### src/design/msp_queue.sv
// ----------------------------------------------------------------------------
// msp_queue
// Two-entry queue between the classifier and the executor.
// ----------------------------------------------------------------------------
module msp_queue #(
  parameter int WIDTH = 8
) (
  input  logic             clk,
  input  logic             rst,
  input  logic             in_valid,
  output logic             in_ready,
  input  logic [WIDTH-1:0] in_data,
  output logic             out_valid,
  input  logic             out_ready,
  output logic [WIDTH-1:0] out_data
);

  logic [1:0]       cnt;
  logic [WIDTH-1:0] d0;
  logic [WIDTH-1:0] d1;
  logic             push;
  logic             pop;

  assign in_ready  = (cnt != 2'd2);
  assign out_valid = (cnt != 2'd0);
  assign out_data  = d0;
  assign push      = in_valid && in_ready;
  assign pop       = out_valid && out_ready;

  always_ff @(posedge clk) begin
    if (rst) begin
      cnt <= 2'd0;
    end else begin
      cnt <= cnt + {1'b0, push} - {1'b0, pop};
    end
    if (pop) begin
      d0 <= (cnt == 2'd2) ? d1 : in_data;
    end else if (push && cnt == 2'd0) begin
      d0 <= in_data;
    end
    if (push && !pop && cnt == 2'd1) begin
      d1 <= in_data;
    end
  end

endmodule

### config.mk
export PLATFORM = sky130hd
export DESIGN_NAME = msp_queue
export DESIGN_NICKNAME = d
export VERILOG_FILES = /design/src/design/msp_queue.sv
export SDC_FILE = /design/constraint.sdc
export NUM_CORES = 1
export LEC_CHECK = 0
export ABC_AREA = 1
export BUFFER_PORTS_ARGS = -buffer_cell sky130_fd_sc_hd__buf_2
export CAP_MARGIN = 10
export CORE_MARGIN = 1.5
export CORE_UTILIZATION = 40
export CTS_CLUSTER_SIZE = 25
export DETAILED_ROUTE_END_ITERATION = 10
export PLACE_DENSITY = 0.72
export REMOVE_ABC_BUFFERS = 1
export SETUP_SLACK_MARGIN = 0.3
export SYNTH_ARGS = -nofsm -noshare
export SYNTH_HDL_FRONTEND = slang
export SYNTH_SLANG_ARGS = --single-unit
### constraint.sdc
create_clock -name clk -period 1.45 [get_ports clk]
set_input_delay 0.0725 -clock clk [delete_from_list [all_inputs] [get_ports clk]]
set_output_delay 0.0725 -clock clk [all_outputs]
set_load 0.02 [all_outputs]
==> results.json, run 1 <==
{
  "clockBufferDepth": 2,
  "initial_utilization_pct": 43.65,
  "grt_util_all_layers_pct": 17.80,
  "num_vias": 649,
  "io_buffers": 21,
  "grt_overflow_total": 0,
  "synth_top_family_by_area": "simple AND/OR/NAND/NOR gates",
  "switching_share_pct": 38.82,
  "drt_iter0_drc": 13,
  "vias_per_cell": 4.570,
  "synth_xor_area_share_pct": 1.125,
  "dieArea_um2": 2219,
  "endpoint_kind": "flip-flop",
  "crit_chain": "nor2_4 -> nor2_4 -> buf_4 -> buf_6 -> o21bai_1 -> buf_4",
  "crit_type": "reg2reg",
  "rows": 15,
  "ys_seq_area_share_pct": 66.88,
  "post_dp_cell_area_um2": 922.1,
  "cp_max_fo": 8,
  "worstMarginPinSlew_ns": 0.1837,
  "nNetsFinal": 131,
  "power_uw": 2354,
  "grt_pass1_vias": 610,
  "grt_max_degree": 11,
  "dpl.hpwl_um": 1076,
  "drc_errors": 0,
  "totalWireLength_um": 1752,
  "synthMuxAreaShare_pct": 0,
  "seqPwrFrac_pct": 35.9,
  "first_pass_iters": 4,
  "layout_min_cycle_time_ns": 1.365,
  "rsz0062_at_grt": "yes",
  "gp_congestion": 0.8472,
  "hold_viol": 0,
  "synth-compound-area-share_pct": 1.608,
  "synth.avg_cell_area_um2": 11.28,
  "p_sw_uw": 914.0,
  "core_um2": 1783,
  "drive_above_1_share_pct": 55.56,
  "synthesis.area_um2": 778.2,
  "die_y_um": 47.11,
  "tns_ns": 0,
  "ios": 22,
  "crit_path_max_incr_delay_ns": 0.40,
  "required_ns": 1.46,
  "setup_viol": 0,
  "ir_drop_uv": 1324,
  "synthAdderAreaFrac_pct": 1.608,
  "arrival_ns": 1.38,
  "slew_violations": 0,
  "power_density_nw_per_um2": 1857,
  "fin_area_um2": 1267,
  "yosys_warnings": 0,
  "leakagePower_uw": 0.0005541,
  "synth_area_leaders": "edfxtp_1, nand2_1, nand3_1",
  "ys_types": 18,
  "antenna_found_initial": 0,
  "areaGrowthSynthToFinish_pct": 62.86,
  "outcome": "finished, final reports clean",
  "final_cell_mix": "buf_2, edfxtp_1, buf_4, nand2_1, dlygate4sd3_1",
  "cts-root-buf": "clkbuf_4",
  "clkSlewWorstSetupHoldPaths_ns": 0.10,
  "layout_commonest_cell": "buf_2",
  "cap_violations": 0,
  "max_freq_ghz": 0.7324,
  "ant_nets": 0,
  "internal_power_uw": 1440,
  "pwr-share-clk_pct": 10.7,
  "htreeDepth": 1,
  "clock_latency_ns": 0.29,
  "synth_top_area_share_pct": 61.74,
  "grt_pass1_wl_um": 2697,
  "min_period_over_period_pct": 94.17,
  "cp-start-kind": "flip-flop",
  "comb_power_share_pct": 53.4,
  "synthSimpleGateAreaFrac_pct": 23.15,
  "synth-seq-cells": 18,
  "diodes": 0,
  "die_x_um": 47.11,
  "wl_per_cell_um": 12.34,
  "crit_slowest_cell": "dfxtp_4",
  "slew_headroom_pct": 87.69,
  "cts.sinks": 18,
  "cts_buffers": 3,
  "finalCoreUtilization_pct": 71.09,
  "finClkSkew_ns": 0.001276,
  "syn_inst": 69,
  "cts_tree": "built",
  "worstHoldPathType": "in2reg",
  "synth_top_cell_by_area": "edfxtp_1"
}
cell usage after synthesis:
cell type and count:
nand2_2 1, nor2_1 2, nand2_4 2, ha_1 1, edfxtp_1 16, nand3_1 9, inv_1 5, nor2_4 1
xnor2_1 1, inv_2 3, nand4_1 1, nand2_1 20, buf_4 1, nor2_2 1, o21bai_1 1, a21oi_1 1
inv_4 1, dfxtp_1 2
state kept, by name, indices dropped and copies added, names as in the netlist:
signal	cells
cnt	2
d1	8
out_data	8
through the flow:
stage	hold WS (ns)	worst slack, ns	cells
final	0.2917	0.08460	142
after global routing	0.3012	0.02977	142
after CTS	0.2573	0.1229	134
after detailed placement	0.2469	-0.02344	116
after global placement	0.2440	0.08899	116
after floorplan	0.1437	-0.03070	68
worst max-delay path: cells and delay by family (launching register included):
family	cells	cell delay [ns]
compound gates	1	0.11
simple gates	2	0.17
buf+inv	3	0.40
flops	1	0.40
kinds of logic after synthesis:
group,after synthesis
flops,18
xor+xnor,1
compound gates,2
buf+inv,10
fa+ha+maj,1
simple gates,37
final timing paths:
path,startpoint,end,slack [ns],cells after the start
worst max-delay path,cnt[1],out_data[6],0.08,6
worst max register to register,cnt[1],out_data[6],0.08,6
worst min register to register,d1[2],out_data[2],0.56,2
worst min-delay path,in_valid,d1[6],0.29,3
per-layer routing:
metal | GRT usage [%] | routed length, um
met3 | 5.385 | 57
met4 | 7.222 | 23
met5 | 0 | 0
met1 | 20.90 | 676
met2 | 30.41 | 995
final cells by class:
| type | count | area [um^2] |
|---|---|---|
| Sequential cell | 18 | 528.0 |
| Tap cell | 25 | 31.28 |
| Multi-Input combinational cell | 41 | 304.0 |
| Timing Repair Buffer | 45 | 331.6 |
| Clock inverter | 1 | 3.754 |
| Fill cell | 113 | 515.5 |
| Clock buffer | 3 | 22.52 |
| Inverter | 9 | 46.29 |
timing repair:
| item | in CTS | in global routing |
|---|---|---|
| resized for setup | 11 | 25 |
| pin swaps | 6 | 6 |
| endpoints found under the setup margin | 10 | 28 |
| hold buffers | 9 | 0 |
| buffers inserted | 5 | 8 |
| hold endpoints to repair | 9 | 0 |
power groups by stage:
stage / sequential, uW / clock [uW] / combinational (uW)
2_1_floorplan: 952 / 0 / 393
3_3_place_gp: 825 / 0 / 740
3_5_place_dp: 832 / 0 / 768
4_1_cts: 847 / 250 / 963
5_1_grt: 867 / 282 / 1370
6_report: 846 / 252 / 1260
(Power assumes the default switching activity.)
==> inputs of run 2 (changes only) <==
==> constraint.sdc (replaced) <==
create_clock -name clk -period 1.45 [get_ports clk]
set_input_delay 0.145 -clock clk [delete_from_list [all_inputs] [get_ports clk]]
set_output_delay 0.145 -clock clk [all_outputs]
set_load 0.02 [all_outputs]
==> run 2 against run 1 <==
Count of clock-buffer cells in the layout is the same. Die area is the same. First-iteration DRC count grew 46%. Via count shrank 1.4%. Core utilization shrank 4.6 points. Fmax shrank 3.9%. Critical endpoint is now out_data[1]. Largest cell class unchanged.
==> results.json, run 2 (synthesis gave the netlist of run 1 again) <==
{
  "areaGrowthSynthToFinish_pct": 52.25,
  "cp_max_fo": 8,
  "hold_viol": 0,
  "outcome": "finished, final reports clean",
  "crit_type": "reg2reg",
  "antenna_found_initial": 0,
  "vias_per_cell": 4.776,
  "leakagePower_uw": 0.0005212,
  "die_x_um": 47.11,
  "post_dp_cell_area_um2": 922.1,
  "fin_area_um2": 1185,
  "cts_tree": "built",
  "cts.sinks": 18,
  "hold_ws_ns": 0.006200,
  "clock_latency_ns": 0.29,
  "layout_min_cycle_time_ns": 1.422,
  "num_vias": 640,
  "cap_violations": 0,
  "rows": 15,
  "setup_viol": 0,
  "ant_nets": 0,
  "ir_drop_uv": 1255,
  "slew_headroom_pct": 86.73,
  "layout_commonest_cell": "buf_2",
  "grt_max_degree": 11,
  "gp_congestion": 0.8472,
  "clkSlewWorstSetupHoldPaths_ns": 0.10,
  "min_from": "rst",
  "totalWireLength_um": 1877,
  "final_cell_mix": "buf_2, edfxtp_1, buf_4, nand2_1, nand3_1",
  "drc_errors": 0,
  "grt_overflow_total": 0,
  "drt_iter0_drc": 19,
  "endpoint_kind": "flip-flop",
  "worstHoldPathType": "in2reg",
  "ios": 22,
  "grt_pass1_vias": 590,
  "worstMarginPinSlew_ns": 0.1980,
  "arrival_ns": 1.43,
  "initial_utilization_pct": 43.65,
  "finalNonFillerCells": 134,
  "grt_pass1_wl_um": 2601,
  "required_ns": 1.45,
  "cp-start-kind": "flip-flop",
  "drive_above_1_share_pct": 60.55,
  "io_buffers": 21,
  "diodes": 0,
  "num-fill-cells": 128,
  "rrSetupSlack_ns": 0.03,
  "slew_violations": 0,
  "die_y_um": 47.11,
  "dpl.hpwl_um": 1076,
  "wl_per_cell_um": 14.01,
  "clockBufferDepth": 2,
  "grt_util_all_layers_pct": 17.24,
  "dieArea_um2": 2219,
  "dp.cells": 116,
  "nNetsFinal": 123,
  "hold_buffers": 0,
  "finClkSkew_ns": 0.005155,
  "min_period_over_period_pct": 98.04,
  "r2r_start": "cnt[1]",
  "htreeDepth": 1,
  "power_density_nw_per_um2": 2015,
  "first_pass_iters": 4,
  "max_freq_ghz": 0.7035,
  "rsz0062_at_grt": "yes",
  "cts-root-buf": "clkbuf_4",
  "cts_buffers": 3,
  "startpoint": "cnt[1]",
  "core_um2": 1783
}
==> run 2: changes by cell type in the layout (fill, tap and decap cells not counted) <==
cell,previous run,this run
buf_4,12,13
dlygate4sd3_1,9,0
==> run 2: cell type report <==
class                           count  area, um^2  share of cell area (%)
Clock buffer                        3       22.52                   1.901
Clock inverter                      1       3.754                  0.3168
Inverter                            9       46.29                   3.907
Multi-Input combinational cell     41       304.0                   25.66
Sequential cell                    18       528.0                   44.56
Tap cell                           25       31.28                   2.640
Timing Repair Buffer               37       249.0                   21.01
==> run 2: critical path, stage by stage (launching register included) <==
cell      delay, ns
dfxtp_4        0.40
nor2_4         0.05
nor2_4         0.13
buf_4          0.12
buf_6          0.09
o21bai_1       0.13
buf_4          0.21
==> run 2: path summary, 6_finish.rpt <==
path | end | depth (start not counted)
max | out_data[1] | 6
min | cnt[0] | 2
max reg2reg | out_data[1] | 6
min reg2reg | out_data[2] | 2
==> run 2: per-stage QoR <==
step	TNS [ns]	power, uW	setup WS, ns	utilization [%]
after floorplan	-0.2456	1345	-0.03070	-
after global placement	0	1564	0.08899	51.72
after CTS	0	2061	0.1229	57.75
after global routing	-0.01398	2533	-0.01394	66.46
after detailed placement	-0.02344	1600	-0.02344	51.72
final	0	2388	0.02846	66.46
==> run 2: timing repair <==
action                                  CTS  global route
endpoints found under the setup margin   12            28
gates resized for setup                  13            23
pin swaps                                 6             6
setup buffers                             5             9
==> run 2: report_power, final <==
group | leakage (uW) | internal (uW) | switching [uW]
sequential | 0.000168 | 773 | 76.5
combinational | 0.000338 | 566 | 722
clock | 0.0000154 | 99.9 | 150
total | 0.000521 | 1440 | 949
==> run 2: layer usage <==
metal	track usage [%]	wire (um)	vias up
li1	-	-	313
met1	19.90	715	299
met2	30.41	1055	22
met3	5.000	76	6
met4	6.111	30	0
met5	0	0	-
